--- src/rtl/vdl_pkg.sv ---
// Shared types and constants for the vibrato delay line.
// No dependencies; imported by every other file of the block except the assertion header.
`timescale 1ns / 1ps

package vdl_pkg;

  localparam int SAMPLE_W   = 16;
  localparam int PHASE_W    = 32;
  localparam int FRAC_W     = 16;
  localparam int INT_W      = 8;   // integer bits of the 8.24 read position
  localparam int SWAY_W     = 5;
  localparam int CFG_IDX_W  = 2;
  localparam int CFG_DATA_W = 32;

  typedef logic signed [SAMPLE_W-1:0] sample_t;
  typedef logic [FRAC_W-1:0]          frac_t;
  typedef logic [PHASE_W-1:0]         phase_t;
  typedef logic [SWAY_W-1:0]          sway_t;

  typedef enum logic [CFG_IDX_W-1:0] {
    CFG_SWAY_SHIFT = 2'd0,
    CFG_DRY_MIX    = 2'd1,
    CFG_PHASE_STEP = 2'd2
  } cfg_reg_t;

  localparam sway_t  SWAY_RST = 5'd2;
  localparam logic   DRY_RST  = 1'b0;
  localparam phase_t STEP_RST = 32'd679632;

  // Side data that travels with an item alongside the two delay taps.
  typedef struct packed {
    frac_t   frac;
    sample_t dry;
  } tap_t;

endpackage

--- src/rtl/vdl_interp.sv ---
// Linear interpolation, dry mix and the result register.
// Depends on vdl_pkg.
`timescale 1ns / 1ps

module vdl_interp import vdl_pkg::*; (
  input  logic    clk,
  input  logic    rst_n,
  input  logic    in_valid,
  input  sample_t tap_a,
  input  sample_t tap_b,
  input  tap_t    tap,
  input  logic    dry_mix,
  output logic    take,
  output logic    out_valid,
  input  logic    out_ready,
  output sample_t sample_out
);

  localparam int PROD_W = FRAC_W + SAMPLE_W + 2;
  localparam int ACC_W  = FRAC_W + SAMPLE_W + 4;

  logic                      s2_v_r;
  logic signed [PROD_W-1:0]  prod_r, prod_nxt;
  sample_t                   a2_r, x2_r;
  logic                      out_valid_r;
  sample_t                   out_data_r, out_data_nxt;
  logic                      out_move;
  logic signed [SAMPLE_W:0]  diff;
  logic signed [FRAC_W:0]    frac_s;
  logic signed [ACC_W-1:0]   a_ext, acc;
  logic signed [SAMPLE_W:0]  wet_ext, mix_sum;

  assign out_move = !out_valid_r || out_ready;
  assign take     = !s2_v_r || out_move;

  // (0xFFFF - f)*a + f*b rewritten as a*0xFFFF + f*(b - a): one multiplier.
  always_comb begin
    diff     = (SAMPLE_W+1)'(tap_b) - (SAMPLE_W+1)'(tap_a);
    frac_s   = $signed({1'b0, tap.frac});
    prod_nxt = PROD_W'(frac_s) * PROD_W'(diff);
  end

  always_comb begin
    a_ext        = ACC_W'(a2_r);
    acc          = (a_ext <<< FRAC_W) - a_ext + ACC_W'(prod_r);
    wet_ext      = (SAMPLE_W+1)'(acc[FRAC_W +: SAMPLE_W]);
    mix_sum      = (SAMPLE_W+1)'($signed(acc[FRAC_W +: SAMPLE_W])) + (SAMPLE_W+1)'(x2_r);
    out_data_nxt = dry_mix ? mix_sum[SAMPLE_W:1] : wet_ext[SAMPLE_W-1:0];
  end

  always_ff @(posedge clk) begin
    if (!rst_n) begin
      s2_v_r      <= 1'b0;
      out_valid_r <= 1'b0;
    end else begin
      if (take) begin
        s2_v_r <= in_valid;
      end
      if (out_move) begin
        out_valid_r <= s2_v_r;
      end
    end
  end

  always_ff @(posedge clk) begin
    if (take && in_valid) begin
      prod_r <= prod_nxt;
      a2_r   <= tap_a;
      x2_r   <= tap.dry;
    end
    if (out_move && s2_v_r) begin
      out_data_r <= out_data_nxt;
    end
  end

  assign out_valid  = out_valid_r;
  assign sample_out = out_data_r;

endmodule

--- config.mk ---
export PLATFORM = sky130hd
export DESIGN_NAME = vdl_interp
export DESIGN_NICKNAME = d
export VERILOG_FILES = /design/src/rtl/vdl_pkg.sv /design/src/rtl/vdl_interp.sv
export SDC_FILE = /design/constraint.sdc
export NUM_CORES = 1
export LEC_CHECK = 0
export BUFFER_PORTS_ARGS = -buffer_cell sky130_fd_sc_hd__buf_2
export CORE_ASPECT_RATIO = 1.1
export CORE_MARGIN = 5
export CORE_UTILIZATION = 35
export CTS_BUF_LIST = sky130_fd_sc_hd__clkbuf_16
export DETAILED_ROUTE_END_ITERATION = 10
export SLEW_MARGIN = 0
export SYNTH_ARGS = -nofsm -noshare
export SYNTH_HDL_FRONTEND = slang
export SYNTH_SLANG_ARGS = --single-unit
--- constraint.sdc ---
create_clock -name clk -period 21.4 [get_ports clk]
set_input_delay 1.07 -clock clk [delete_from_list [all_inputs] [get_ports clk]]
set_output_delay 1.07 -clock clk [all_outputs]
set_load 0.05 [all_outputs]
==> results of run 1 <==
-- placed cells by master (no fill, tap or decap), types with 5 or more instances in the layout --
| cell type | count |
|---|---|
| nor2_1 | 47 |
| and2_1 | 72 |
| nor3_1 | 6 |
| a31oi_1 | 5 |
| clkbuf_16 | 9 |
| or3_1 | 5 |
| a21oi_1 | 48 |
| fa_1 | 226 |
| mux2_2 | 18 |
| and3_1 | 6 |
| xnor2_1 | 48 |
| buf_2 | 86 |
| or2_2 | 8 |
| nand2b_1 | 26 |
| edfxtp_1 | 80 |
| nand3_1 | 7 |
| a31o_2 | 5 |
| o21a_1 | 9 |
| o21ai_1 | 5 |
| inv_1 | 356 |
| o21bai_1 | 6 |
| buf_4 | 14 |
| ha_1 | 192 |
| mux2i_1 | 10 |
| a211oi_1 | 8 |
| o21ai_0 | 34 |
| a21o_1 | 25 |
| nor2b_1 | 42 |
| nand2_1 | 175 |
| xor2_1 | 15 |
-- cells by family (layout without fill, tap and decap cells) --
kind of cell / after synthesis / after routing
flops: 82 / 82
fa+ha+maj: 418 / 418
xor+xnor: 65 / 65
buf+inv: 400 / 471
other cells: 0 / 1
compound gates: 176 / 176
mux: 28 / 28
simple gates: 411 / 411
-- sequential cells by signal (all words and copies together), names as in the netlist --
register,count
x2_r,16
a2_r,16
sample_out,16
out_valid,1
s2_v_r,1
prod_r,32
-- metrics by stage --
stage | cells | instance area (um^2) | worst slack, ns | util | hold slack (ns)
final | 2219 | 16360 | 11.99 | 0.3868 | 0.5126
after CTS | 2218 | 16360 | 11.97 | 0.3868 | 0.5171
after detailed placement | 2203 | 16030 | 11.62 | 0.3789 | 0.5004
after global placement | 2203 | 16030 | 11.74 | 0.3789 | 0.5003
after global routing | 2218 | 16360 | 11.52 | 0.3868 | 0.5568
after floorplan | 1580 | 14940 | 12.89 | - | 0.4768
-- synthesized netlist by cell type, drive strengths merged, types with 6 or more instances --
cell type	n	area, um^2
a211oi	9	72.57
a21o	26	196.4
a21oi	49	249.0
a31o	6	52.55
a31oi	7	65.06
and2	73	456.7
and3	8	52.55
clkbuf	38	142.6
edfxtp	80	2402
fa	226	4524
ha	192	2402
inv	356	1336
mux2	18	202.7
mux2i	10	100.1
nand2	175	656.9
nand2b	26	162.7
nand3	8	45.04
nor2	47	176.4
nor2b	42	262.8
nor3	6	30.03
o21a	9	67.56
o21ai	40	203.9
o21bai	6	45.04
or2	8	50.05
xnor2	49	429.2
xor2	16	140.1
-- final cells by class --
cell class,count,area (um^2)
multi-input combinational,1098,11010
fill,4252,25940
clock buffer,9,225.2
sequential,82,2442
antenna,1,2.502
inverter,356,1336
timing repair buffer,100,535.5
clock inverter,6,106.4
tap,567,709.4
-- worst max-delay path: cells and delay by family --
family / cells / cell delay, ns
AOI/OAI and AO/OA: 13 / 3.63
xor gates and xnor gates: 1 / 0.09
adders and majority gates: 8 / 3.52
buffers and inverters: 5 / 0.29
and+or+nand+nor: 5 / 0.88
-- metal layers --
metal	GRT usage	vias to the layer above	wire length, um
li1	-	5079	-
met1	0.1739	5206	14290
met2	0.2794	165	17570
met3	0.01287	53	949
met4	0.05781	0	1145
met5	0	-	0
-- path summary, 6_finish.rpt --
path / from / end / cells after the start
max: tap_a[1] / prod_r[31] / 32
max reg2reg: a2_r[15] / sample_out[13] / 20
min reg2reg: s2_v_r / out_valid / 1
min: s2_v_r / out_valid / 1
==> results.sh, run 1 <==
export IMPL_start_kind="input port"
export IMPL_grtUsageTotal=0.1478
export IMPL_max_freq_mhz=106.3
export IMPL_wl_um=33950
export IMPL_clkTransAtPathRegs_ns=0.06
export IMPL_viasPerCell=4.733
export IMPL_cp_required_ns=21.49
export IMPL_slowest_stage="a211oi_2"
export IMPL_cts_resized=0
export IMPL_die_y_um=226.7
export IMPL_cts_hold_buf=0
export IMPL_drcViolationCount=0
export IMPL_rows=79
export IMPL_ys_warn_count=0
export IMPL_grt_pass1_vias=11520
export IMPL_synth_top_family_by_area="adder cells"
export IMPL_gp_congestion=0.8448
export IMPL_drt_iter0_markers=347
export IMPL_setup_tns_ns=0
export IMPL_design_die_area_um2=46930
export IMPL_initial_core_util=0.3532
export IMPL_grt_ovfl_total=0
export IMPL_synth_cells=1580
export IMPL_synthSimpleGateAreaFrac=0.1356
export IMPL_hpwl_um=28180
export IMPL_ant_nets=0
export IMPL_die_x_um=207.0
export IMPL_synthFlopType="edfxtp_1"
export IMPL_skew_ns=0.01163
export IMPL_io_pins=87
export IMPL_critical_path_peak_fanout=16
export IMPL_cpMostUsedCell="fa_1"
export IMPL_numCtsBuffers=9
export IMPL_crit_path_end_kind="flop"
export IMPL_rsz0062_at_grt="no"
export IMPL_synthAdderAreaFrac=0.4635
export IMPL_slew_limit_headroom=0.2703
export IMPL_slew_violations=0
export IMPL_critPathKind="in2reg"
export IMPL_synth_edff_count=80
export IMPL_cts_sinks=82
export IMPL_vias=10500
export IMPL_muxShareOfSynthArea=0.02026
export IMPL_grt_pass1_wl_um=56940
export IMPL_clk_latency_ns=0.34
export IMPL_hold_viol=0
export IMPL_grt_max_degree=65
export IMPL_fin_crit_ns=9.410
export IMPL_setup_viol=0
export IMPL_coreArea_um2=42310
export IMPL_synth_nets=2067
export IMPL_htree_levels=3
export IMPL_firstDrtPassIters=6
export IMPL_tightest_slew_ns=1.093
export IMPL_yosys_register_bits=82
export IMPL_arrival_ns=9.50
export IMPL_cts_buffer_depth=2
export IMPL_slowest_delay_ns=0.91
export IMPL_fin_crit_sh=0.4397
export IMPL_synth_xor_area_share=0.03810
export IMPL_status="complete, no violations"
export IMPL_wire_per_inst_um=15.30
export IMPL_async_flop_share=0
export IMPL_cts_setup_buffers=0
export IMPL_rrSetupSlack_ns=15.66
export IMPL_cts_tree="yes"
export IMPL_synth_cell_area_um2=14940
export IMPL_synth_area_per_cell_um2=9.458
export IMPL_drv_cap=0
export IMPL_synth_cell_type_count=61
export IMPL_synth_compound_area_frac=0.07804
export IMPL_portBuffers=86
export IMPL_antenna_found_initial=1
export IMPL_hp_class="reg2reg"
export IMPL_drive_gt1_frac=0.09631
export IMPL_area_growth_syn_to_layout_pct=9.512
export IMPL_ys_seq_area_frac=0.1634
export IMPL_finalNetCount=2134
export IMPL_cts_root_buf="clkbuf_16"
Power of run 1 is not shown: default switching activity piles up to over one toggle a cycle in this logic, so the estimate is an artifact.
==> run 2: changes to the inputs <==
==> constraint.sdc (replaced) <==
create_clock -name clk -period 7.7 [get_ports clk]
set_input_delay 0.385 -clock clk [delete_from_list [all_inputs] [get_ports clk]]
set_output_delay 0.385 -clock clk [all_outputs]
set_load 0.05 [all_outputs]
==> run 2 against run 1 <==
  * The flow now finishes with violations (setup timing)
  * Clock skew down 0.00096 ns
  * Hold slack worse by 0.29 ns
  * Cell count increased by 5.1%
  * Core utilization is 2.6 points higher
  * Global-route usage rose by 0.59 points
  * Non-clock buffer count is 113 higher
  * Critical path depth up 2
  * Setup slack got worse by 12 ns
  * Via count grew 4.4%
  * Wire length rose by 4.7%
  * Critical path type unchanged
  * Highest routed layer is now met5
==> results.sh, run 2 (synthesis gave the netlist of run 1 again) <==
export IMPL_critical_path_peak_fanout=5
export IMPL_violations="setup timing"
export IMPL_portBuffers=86
export IMPL_final_cells=2332
export IMPL_seqCellArea_um2=2442
export IMPL_fin_crit_ns=7.736
export IMPL_coreArea_um2=42310
export IMPL_fillers=4240
export IMPL_reg2reg_depth=20
export IMPL_slowest_delay_ns=0.58
export IMPL_grt_pass1_vias=11880
export IMPL_grt_pass1_wl_um=59320
export IMPL_wl_um=35560
export IMPL_htree_levels=3
export IMPL_viasPerCell=4.703
export IMPL_grt_ovfl_total=0
export IMPL_clk_latency_ns=0.34
export IMPL_fin_crit_sh=1.005
export IMPL_final_cell_mix="inv_1, fa_1, ha_1, nand2_1, buf_4"
export IMPL_status="finished with violations"
export IMPL_drcViolationCount=0
export IMPL_setup_ws_ns=-0.03564
export IMPL_drt_iter0_markers=383
export IMPL_numCtsBuffers=9
export IMPL_setup_viol=1
export IMPL_hp_class="in2reg"
export IMPL_cpMostUsedCell="fa_1"
export IMPL_multi_input_area_um2=11200
export IMPL_finalNetCount=2247
export IMPL_diodes=0
export IMPL_rsz0062_at_grt="yes"
export IMPL_max_freq_mhz=129.3
export IMPL_cts_buffer_depth=2
export IMPL_firstDrtPassIters=4
export IMPL_drive_gt1_frac=0.1745
export IMPL_start_kind="input port"
export IMPL_final_common_cell="inv_1"
export IMPL_rows=79
export IMPL_slew_limit_headroom=0.4437
export IMPL_slew_violations=0
export IMPL_antenna_found_initial=1
export IMPL_ant_nets=0
export IMPL_cts_sinks=82
export IMPL_grtUsageTotal=0.1537
export IMPL_skew_ns=0.01067
export IMPL_crit_path_end_kind="flop"
export IMPL_vias=10970
export IMPL_slowest_stage="fa_1"
export IMPL_clkTransAtPathRegs_ns=0.06
export IMPL_cts_tree="yes"
export IMPL_area_growth_syn_to_layout_pct=16.81
export IMPL_die_y_um=226.7
export IMPL_io_pins=87
export IMPL_design_die_area_um2=46930
export IMPL_largest_register="prod_r"
export IMPL_gp_congestion=0.8731
export IMPL_die_x_um=207.0
export IMPL_initial_core_util=0.3532
export IMPL_grt_max_degree=65
export IMPL_critPathKind="in2reg"
export IMPL_tightest_slew_ns=0.8344
export IMPL_drv_cap=0
export IMPL_cp_required_ns=7.78
export IMPL_dp_cells=2295
export IMPL_cts_root_buf="clkbuf_16"
export IMPL_arrival_ns=7.82
export IMPL_hold_viol=0
export IMPL_hpwl_um=29460
export IMPL_largest_reg_flops=32
export IMPL_holdPathStages=1
export IMPL_wire_per_inst_um=15.25
==> run 2: cell count changes in the layout (fill, tap and decap cells not counted), sizes merged <==
cell	previous run	this run
inv	356	357
diode	1	0
clkinv	2	4
bufinv	3	1
buf	100	213
==> run 2: metal layers <==
| metal | part of all wire | GRT usage | vias to the layer above |
|---|---|---|---|
| met5 | 0.00037 | 0 | - |
| met4 | 0.018 | 0.03392 | 2 |
| met3 | 0.029 | 0.01591 | 41 |
| met2 | 0.49 | 0.2732 | 195 |
| met1 | 0.46 | 0.2045 | 5416 |
| li1 | - | - | 5313 |
==> run 2: cell type report <==
class / instances / share of cell area
multi-input combinational: 1098 / 0.6415
tap: 567 / 0.04064
clock inverter: 7 / 0.004444
sequential: 82 / 0.1399
timing repair buffer: 213 / 0.08379
inverter: 356 / 0.07684
clock buffer: 9 / 0.01290
==> run 2: stage by stage <==
stage / setup TNS, ns / hold slack (ns) / instance area, um^2 / setup WS, ns / util
3_5_place_dp: -3.644 / 0.5041 / 16740 / -0.6918 / 0.3957
4_1_cts: 0 / 0.2036 / 17170 / 0.0007923 / 0.4059
6_report: -0.03564 / 0.2220 / 17460 / -0.03564 / 0.4126
5_1_grt: -0.9097 / 0.2006 / 17460 / -0.3305 / 0.4126
2_1_floorplan: 0 / 0.4768 / 14970 / 0.007015 / -
3_3_place_gp: -2.976 / 0.4910 / 16740 / -0.5703 / 0.3957
==> run 2: path summary, 6_finish.rpt <==
kind                  from              to  slack (ns)
setup reg to reg  a2_r[15]  sample_out[13]        1.89
hold reg to reg     s2_v_r       out_valid        0.52
setup / recovery  tap_a[2]      prod_r[31]       -0.04
hold / removal     tap[13]        x2_r[13]        0.22
==> run 2: repair_timing <==
item                       in CTS  in global routing
pin swaps                       4                 33
setup endpoints to repair       6                  9
setup buffers                  13                  9
hold buffers                    0                  0
resized for setup              12                 54
==> run 2: critical path, delay by kind of cell <==
kind	cells	cell delay, ns
fa+ha+maj	8	3.61
xor+xnor	2	0.22
simple gates	6	0.83
buf+inv	8	0.75
compound gates	10	1.98
Power of run 2 is left out for the same reason.
