### src/rtl/vdl_pkg.sv
// Shared types and constants for the vibrato delay line.
// No dependencies; imported by every other file of the block except the assertion header.
`timescale 1ns / 1ps

package vdl_pkg;

  localparam int SAMPLE_W   = 16;
  localparam int PHASE_W    = 32;
  localparam int FRAC_W     = 16;
  localparam int INT_W      = 8;   // integer bits of the 8.24 read position
  localparam int SWAY_W     = 5;
  localparam int CFG_IDX_W  = 2;
  localparam int CFG_DATA_W = 32;

  typedef logic signed [SAMPLE_W-1:0] sample_t;
  typedef logic [FRAC_W-1:0]          frac_t;
  typedef logic [PHASE_W-1:0]         phase_t;
  typedef logic [SWAY_W-1:0]          sway_t;

  typedef enum logic [CFG_IDX_W-1:0] {
    CFG_SWAY_SHIFT = 2'd0,
    CFG_DRY_MIX    = 2'd1,
    CFG_PHASE_STEP = 2'd2
  } cfg_reg_t;

  localparam sway_t  SWAY_RST = 5'd2;
  localparam logic   DRY_RST  = 1'b0;
  localparam phase_t STEP_RST = 32'd679632;

  // Side data that travels with an item alongside the two delay taps.
  typedef struct packed {
    frac_t   frac;
    sample_t dry;
  } tap_t;

endpackage

### src/rtl/vdl_addr.sv
// LFO phase, write pointer and read address generation.
// Depends on vdl_pkg.
`timescale 1ns / 1ps

module vdl_addr import vdl_pkg::*; #(
  parameter int  DELAY_LEN = 128,
  localparam int IDX_W     = $clog2(DELAY_LEN)
) (
  input  logic             clk,
  input  logic             rst_n,
  input  logic             adv,
  input  sway_t            sway_shift,
  input  phase_t           phase_step,
  output logic [IDX_W-1:0] wr_idx,
  output logic [IDX_W-1:0] rd_idx_a,
  output logic [IDX_W-1:0] rd_idx_b,
  output frac_t            frac
);

  logic [IDX_W-1:0] wr_idx_r, wr_idx_nxt;
  phase_t           phase_r, phase_nxt;
  phase_t           wave, wave_sh, rd_pos;
  logic [INT_W-1:0] pos_int;
  logic [IDX_W-1:0] wrap_tbl [2**INT_W];

  // Signed integer position (-128..127) reduced modulo the line length.
  for (genvar g = 0; g < 2**INT_W; g++) begin : g_wrap
    localparam int SPOS = (g >= 2**(INT_W-1)) ? g - 2**INT_W : g;
    localparam int WPOS = ((SPOS % DELAY_LEN) + DELAY_LEN) % DELAY_LEN;
    assign wrap_tbl[g] = IDX_W'(WPOS);
  end

  always_comb begin
    wave     = phase_r[PHASE_W-1] ? (~phase_r + 1'b1) : phase_r;
    wave_sh  = wave >> sway_shift;
    rd_pos   = {INT_W'(wr_idx_r), {(PHASE_W-INT_W){1'b0}}} - wave_sh;
    pos_int  = rd_pos[PHASE_W-1 -: INT_W];
    frac     = rd_pos[PHASE_W-INT_W-1 -: FRAC_W];
    rd_idx_a = wrap_tbl[pos_int];
    rd_idx_b = (rd_idx_a == IDX_W'(DELAY_LEN-1)) ? '0 : rd_idx_a + 1'b1;
    wr_idx   = wr_idx_r;
  end

  always_comb begin
    wr_idx_nxt = wr_idx_r;
    phase_nxt  = phase_r;
    if (adv) begin
      wr_idx_nxt = (wr_idx_r == IDX_W'(DELAY_LEN-1)) ? '0 : wr_idx_r + 1'b1;
      phase_nxt  = phase_r + phase_step;
    end
  end

  always_ff @(posedge clk) begin
    if (!rst_n) begin
      wr_idx_r <= '0;
      phase_r  <= '0;
    end else begin
      wr_idx_r <= wr_idx_nxt;
      phase_r  <= phase_nxt;
    end
  end

endmodule

### config.mk
export PLATFORM = sky130hd
export DESIGN_NAME = vdl_addr
export DESIGN_NICKNAME = d
export VERILOG_FILES = /design/src/rtl/vdl_pkg.sv /design/src/rtl/vdl_addr.sv
export SDC_FILE = /design/constraint.sdc
export NUM_CORES = 1
export LEC_CHECK = 0
export BUFFER_PORTS_ARGS = -buffer_cell sky130_fd_sc_hd__clkbuf_2
export CORE_UTILIZATION = 50
export DETAILED_ROUTE_END_ITERATION = 8
export PLACE_DENSITY = 0.66
export SETUP_SLACK_MARGIN = 0.02
export SLEW_MARGIN = 10
export SYNTH_ARGS = -nofsm -noshare
export SYNTH_HDL_FRONTEND = slang
export SYNTH_SLANG_ARGS = --single-unit
### constraint.sdc
create_clock -name clk -period 18.5 [get_ports clk]
set_clock_uncertainty 0.2 [all_clocks]
set_input_delay 2.775 -clock clk [delete_from_list [all_inputs] [get_ports clk]]
set_output_delay 2.775 -clock clk [all_outputs]
set_load 0.005 [all_outputs]
==> reports/metrics.cfg, run 1 <==
[timing]
tns_ns=0
period_share_pct=60.5
min_period_ns=11.20
worst_hold_slack_ns=0.356
slew_viol_final=0
hold_violations=0
slew_headroom_pct=36.3
setup_slack_ns=7.30
rsz0062_at_grt=false
worst_pin_slew_ns=0.955
max_clock_freq_ghz=0.0893
setup-violations-final=0

[place]
place_area_um2=7690
dp_hpwl_um=17900
dpl.cell_count=1231
io_buffers=76
dp_slack_ns=7.43
routabilityCongestion=0.993

[global_route]
grt_pass1_vias=7256
grt.total_usage_pct=31.8
antenna_found_initial=0
grt_max_degree=66
grt_pass1_wl_um=37900
gr-total-overflow=0

[power]
pwr-share-comb_pct=64.7
ir_worst_vdd_uv=62.2
seq_power_share_pct=20.2
intPower_uw=348
leakagePower_uw=0.00310
p_switching_uw=355
swShare_pct=50.5
clockPowerShare_pct=15.1
cellPowerDensity_nw_per_um2=89.4

[synthesis]
syn_avg_cell_area_um2=6.99
ys_async_sr_fraction_pct=0
synth_largest_area_cell=dfxtp_1
synthFlopType=dfxtp_1
ys_types=79
synth_top_area_share_pct=10.6
ys_warn_count=0
synth.ff_latch_count=39
synthCells=1050
ys_top_cells_by_area=dfxtp_1, ha_1, mux2i_1, xnor2_1, nand2_1
synth_edf_count=0
synth_area_um2=7340
syn_nets=1132
synth-seq-area-share_pct=10.6

[detailed_routing]
met3WireLength_um=2370
drtIter0Drc=1016
dr_wl_met2_um=9830
wirelength_um=23700
wl_per_cell_um=19.2
vias=8316
ant_nets=0
top_layer_used=met4
route.detailed.drc=0
drt-met1-wl_um=10800
viasPerCell=6.71
first_pass_iters=7

[cells_and_area]
n_antenna_cell=0
finalNetCount=1140
fillers=1430
drive_gt1_share_pct=12.6
final_area_um2=7870
area_growth_pct=7.25
final_cells=1239

[clocking]
clk_pin_slew_ns=0.06
cts_hold_buf=0
cts-root-buf=clkbuf_16
cts_setup_buffers=0
cts_sinks=39
ctsResizeCount=0
cts_buffer_depth=2
cts_tree=yes
clk_latency_ns=0.30
cts_max_level=2
cts_made_buffers=5

[critical_path]
crit_required_ns=15.53
timing.rr.start=phase_r[0]$_SDFFE_PN0P_
crit_type=input port to primary output
critPathCaptureType=primary output
worstPathArrival_ns=8.22
startpoint_type=input port
rr_worst_depth=17
r2r_slack_ns=14.23
r2r_end=phase_r[30]$_SDFFE_PN0P_
path_max_fanout=47

[min_path]
min_to=wr_idx[6]$_SDFFE_PN0P_
worstHoldPathCells=2
hp-start=wr_idx[6]$_SDFFE_PN0P_
hold_class=flip-flop to flip-flop

[run_status]
status=complete, no violations

[floorplanning]
dieArea_um2=15200
start_util_pct=52.1
io_pins=77
coreArea_um2=14100
core.rowCount=43
die_y_um=123
die_w_um=123

[job]
maxCapViolations=0

synthesized netlist by cell type (12+ instances only):
| cell type | n |
|---|---|
| a31oi_1 | 17 |
| nand3_1 | 41 |
| a211oi_1 | 14 |
| o22ai_1 | 12 |
| and2_1 | 16 |
| nand2_1 | 79 |
| ha_1 | 41 |
| nor3_1 | 39 |
| a21o_1 | 13 |
| clkbuf_1 | 74 |
| o2111ai_1 | 14 |
| or3_1 | 15 |
| xnor2_1 | 41 |
| and3_1 | 13 |
| o31ai_1 | 14 |
| nor4_1 | 24 |
| o21ai_0 | 42 |
| xor2_1 | 23 |
| nor2_1 | 73 |
| inv_1 | 38 |
| nor2b_1 | 36 |
| mux2_2 | 13 |
| a21oi_1 | 54 |
| o211ai_1 | 18 |
| or4_1 | 13 |
| mux2i_1 | 36 |
| nand2b_1 | 21 |
| nand4_1 | 26 |
| dfxtp_1 | 39 |
power by group through the flow:
stage	Clock, uW	Combinational [uW]	Sequential (uW)
finish	106	455	142
CTS	108	445	140
global placement	0	441	142
floorplan	0	359	108
global route	111	502	144
detailed placement	0	443	142
through the flow:
step | utilization, % | power [uW]
floorplan | - | 467
finish | 55.8 | 703
global route | 55.8 | 758
detailed placement | 54.6 | 585
CTS | 55.8 | 693
global placement | 54.6 | 583
flip-flops by register name, summed over array words and instances, names as in the netlist:
signal / count
phase_r: 32
wr_idx: 7
per-layer routing:
metal | global-route usage, % | up-vias
met4 | 12.0 | 0
met3 | 6.96 | 71
met1 | 45.3 | 3802
met5 | 0 | -
met2 | 46.1 | 420
li1 | - | 4023
critical path, cell delays in order:
cell and delay (ns):
clkbuf_2 0.08, buf_4 0.41, clkinv_1 0.79, o2111a_1 0.36, nor4_1 0.54, a41oi_1 0.24, o211ai_1 0.15, o211ai_1 0.19
or4_4 0.58, a2111oi_4 0.35, and2_0 0.35, a31oi_1 0.16, xnor2_1 0.23, ha_1 0.22, and4b_1 0.27, and3_1 0.22
xor2_1 0.15, clkbuf_2 0.13
layout by cell type, fill, tap and decap left out, drive strengths merged, types with 39 or more instances in the layout:
master / count
clkbuf: 82
nand2: 79
nor2: 73
a21oi: 54
o21ai: 44
nand3: 41
xnor2: 41
ha: 41
nor3: 39
inv: 39
dfxtp: 39
how the worst max path moves through the flow:
stage	startpoint	endpoint	slack [ns]
final	sway_shift[0]	rd_idx_b[6]	7.30
after global routing	sway_shift[0]	rd_idx_b[6]	6.78
after CTS	sway_shift[0]	rd_idx_b[6]	7.42
after detailed placement	sway_shift[0]	rd_idx_b[6]	7.43
after global placement	sway_shift[0]	rd_idx_b[6]	7.54
after floorplan	sway_shift[0]	rd_idx_b[6]	8.53
area by class of cell:
class / count / area [um^2] / share of cell area (%)
inverter: 39 / 146 / 1.86
sequential: 39 / 782 / 9.93
clock inverter: 2 / 38.8 / 0.493
tap: 180 / 225 / 2.86
timing repair buffer: 85 / 448 / 5.69
clock buffer: 6 / 139 / 1.76
multi-input combinational: 888 / 6090 / 77.4
kinds of logic after synthesis:
logic type | synth area share, %
buf+inv | 6.36
xor+xnor | 7.64
flops | 10.6
compound gates | 28.9
mux | 7.21
simple gates | 32.0
fa+ha+maj | 7.26
No activity file was read; power rests on OpenSTA's default activity.
==> inputs of run 2 (changes only) <==
ABC_AREA = 1   (was not set)
PLACE_DENSITY = 0.67   (was 0.66)
clock period = 11.1 ns   (was 18.5 ns; I/O delays follow)
==> reports/metrics.cfg, run 2 <==
[run_status]
status=complete, no violations

[synthesis]
syn_nets=1353  ; +20%
ys_warn_count=0  ; unchanged
synth-seq-area-share_pct=10.8  ; +0.13 points
synthFlopType=dfxtp_1
synth_top_area_share_pct=15.6  ; +5.0 points
synth_edf_count=0  ; unchanged
synth.ff_latch_count=39  ; unchanged
synthCells=1271  ; +21%
synth_area_um2=7250  ; -1.2%
ys_types=45  ; -43%
yosysMostFrequentCell=nand2_1
syn_avg_cell_area_um2=5.70  ; -18%
synth_common_cells=nand2_1, nand3_1, inv_1
ys_top_cells_by_area=nand2_1, nand3_1, dfxtp_1, ha_1, inv_1
synth_largest_area_cell=nand2_1
ys_async_sr_fraction_pct=0  ; unchanged

[timing]
period_share_pct=67.3
worst_pin_slew_ns=1.08  ; +0.122 ns
rsz0062_at_grt=false
max_clock_freq_ghz=0.134
min_period_ns=7.47
setup-violations-final=0  ; unchanged
tns_ns=0  ; unchanged
slew_viol_final=0  ; unchanged
slew_headroom_pct=28.1  ; -8.2 points
worst_hold_slack_ns=0.348  ; -0.00749 ns
hold_violations=0  ; unchanged

[cells_and_area]
mostFrequentLayoutCells=nand2_1, nand3_1, inv_1
finalNetCount=1394  ; +22%
largest_reg_flops=32  ; unchanged
n_antenna_cell=0  ; unchanged
final_cells=1492  ; +20%
drive_gt1_share_pct=16.7  ; +4.1 points
multiInputGateArea_um2=5710  ; -6.2%
mostFrequentLayoutCell=nand2_1
area_growth_pct=7.49
fillers=1566  ; +9.5%
largest_register=phase_r
register_area_um2=781  ; -0.16%

[detailed_routing]
viasPerCell=5.62  ; -16%
route.detailed.drc=0  ; unchanged
ant_nets=0  ; unchanged
first_pass_iters=5  ; -2
vias=8387  ; +0.85%
drtIter0Drc=914  ; -10%
wirelength_um=22300  ; -5.8%
wl_per_cell_um=15.0  ; -22%

[power]
p_switching_uw=457  ; +29%
swShare_pct=51.6  ; +1.1 points
clockPowerShare_pct=16.3  ; +1.2 points
cellPowerDensity_nw_per_um2=114  ; +27%
intPower_uw=428  ; +23%
ir_worst_vdd_uv=75.6  ; +22%
seq_power_share_pct=20.5  ; +0.3 points
leakagePower_uw=0.00417  ; +35%
pwr-share-comb_pct=63.2  ; -1.5 points

[place]
dp_hpwl_um=18300  ; +2.4%
io_buffers=76  ; unchanged
routabilityCongestion=0.995  ; +0.25%
dpl.cell_count=1485  ; +21%

[global_route]
use_met2_pct=45.3  ; -0.79 points
grt_max_degree=44  ; -33%
busiest_layer=met1
grt_pass1_wl_um=36800  ; -2.7%
grt.total_usage_pct=31.0  ; -0.77 points
grtUsageMet1_pct=45.9  ; +0.64 points
use_met3_pct=7.02  ; +0.052 points
grt_pass1_vias=7456  ; +2.8%
antenna_found_initial=0  ; unchanged
gr-total-overflow=0  ; unchanged

[critical_path]
max_stage_delay_ns=0.87  ; +0.08 ns
critPathCaptureType=primary output
cp_slowest_cell=inv_1
startpoint_type=input port
crit_family=simple AND/OR/NAND/NOR gates
crit_required_ns=9.24  ; -6.29 ns
crit_top_cell=nand2_1
path_max_fanout=33  ; -30%
crit_chain=clkbuf_2 > inv_1 > nand3_1 > nand3_1 > nand2_1 > nand2_1 > nand2_1 > nand2_1 > nand3_1 > nand2_1 > nand2_1 > nor2_1 > nand2_1 > nor2_1 > nand2_1 > nand3_1 > and2_1 > ha_1 > nand3_2 > nor2_4 > nor2_2 > clkbuf_2
worstPathArrival_ns=5.61  ; -2.61 ns
crit_buf_inv=3  ; -1
crit_type=input port to primary output

[floorplanning]
start_util_pct=51.8  ; -0.25 points
io_pins=77  ; unchanged
coreArea_um2=14000  ; -0.76%
die_w_um=122  ; -0.61%
die_y_um=122  ; -0.61%
core.rowCount=43  ; unchanged
dieArea_um2=15000  ; -1.2%

[clocking]
cts-root-buf=clkbuf_16
cts_hold_buf=0  ; unchanged
cts_tree=yes
clk_pin_slew_ns=0.06  ; about the same
cts_sinks=39  ; unchanged
cts_setup_buffers=0  ; unchanged
ctsResizeCount=0  ; unchanged
cts_max_level=2  ; unchanged
cts_buffer_depth=2  ; unchanged
cts_made_buffers=5  ; unchanged
clk_latency_ns=0.30  ; about the same

[job]
maxCapViolations=0  ; unchanged

[min_path]
hold_class=flip-flop to flip-flop

run 2: worst paths after layout:
check | endpoint | slack (ns) | depth (start not counted) | from
worst max-delay path | rd_idx_b[6] | 3.63 | 22 | sway_shift[0]
worst min-delay path | wr_idx[5]$_SDFFE_PN0P_ | 0.35 | 1 | wr_idx[5]$_SDFFE_PN0P_
worst max register to register | phase_r[30]$_SDFFE_PN0P_ | 7.14 | 25 | phase_r[0]$_SDFFE_PN0P_
worst min register to register | wr_idx[5]$_SDFFE_PN0P_ | 0.35 | 1 | wr_idx[5]$_SDFFE_PN0P_
run 2: per-stage QoR:
stage / utilization, % / setup WS, ns / instance area [um^2] / power [uW]
floorplan: - / 5.17 / 7250 / 601
global placement: 54.7 / 3.78 / 7650 / 729
detailed placement: 54.7 / 3.75 / 7650 / 732
CTS: 55.7 / 3.74 / 7790 / 877
global route: 55.7 / 3.08 / 7790 / 970
finish: 55.7 / 3.63 / 7790 / 885
run 2: kinds of logic after synthesis:
group | Yosys count | synth area share (%)
AO/OA/AOI/OAI | 174 | 13.2
adder cells (fa/ha/maj) | 42 | 7.35
flip-flops | 39 | 10.8
buffers and inverters | 185 | 10.4
XOR/XNOR | 38 | 4.59
AND/OR/NAND/NOR | 793 | 53.7
run 2: area by class of cell:
type / instances / share of cell area, %
clock inverters: 2 / 0.177
flip-flops and latches: 39 / 10.0
well taps: 180 / 2.89
repair buffers: 80 / 5.27
clock buffers: 5 / 1.61
multi-input cells: 1047 / 73.3
inverters: 139 / 6.70
run 2: power by group through the flow:
stage               Sequential [uW]  Combinational [uW]  Clock (uW)
floorplan                       174                 427           0
global placement                183                 546           0
detailed placement              183                 549           0
CTS                             180                 551         146
global route                    183                 635         153
finish                          181                 559         144
run 2: routing by layer:
| layer | wire length [um] | vias up |
|---|---|---|
| met4 | 319 | 0 |
| met3 | 1950 | 28 |
| met2 | 8990 | 297 |
| met1 | 11100 | 3756 |
| met5 | 0 | - |
| li1 | - | 4306 |
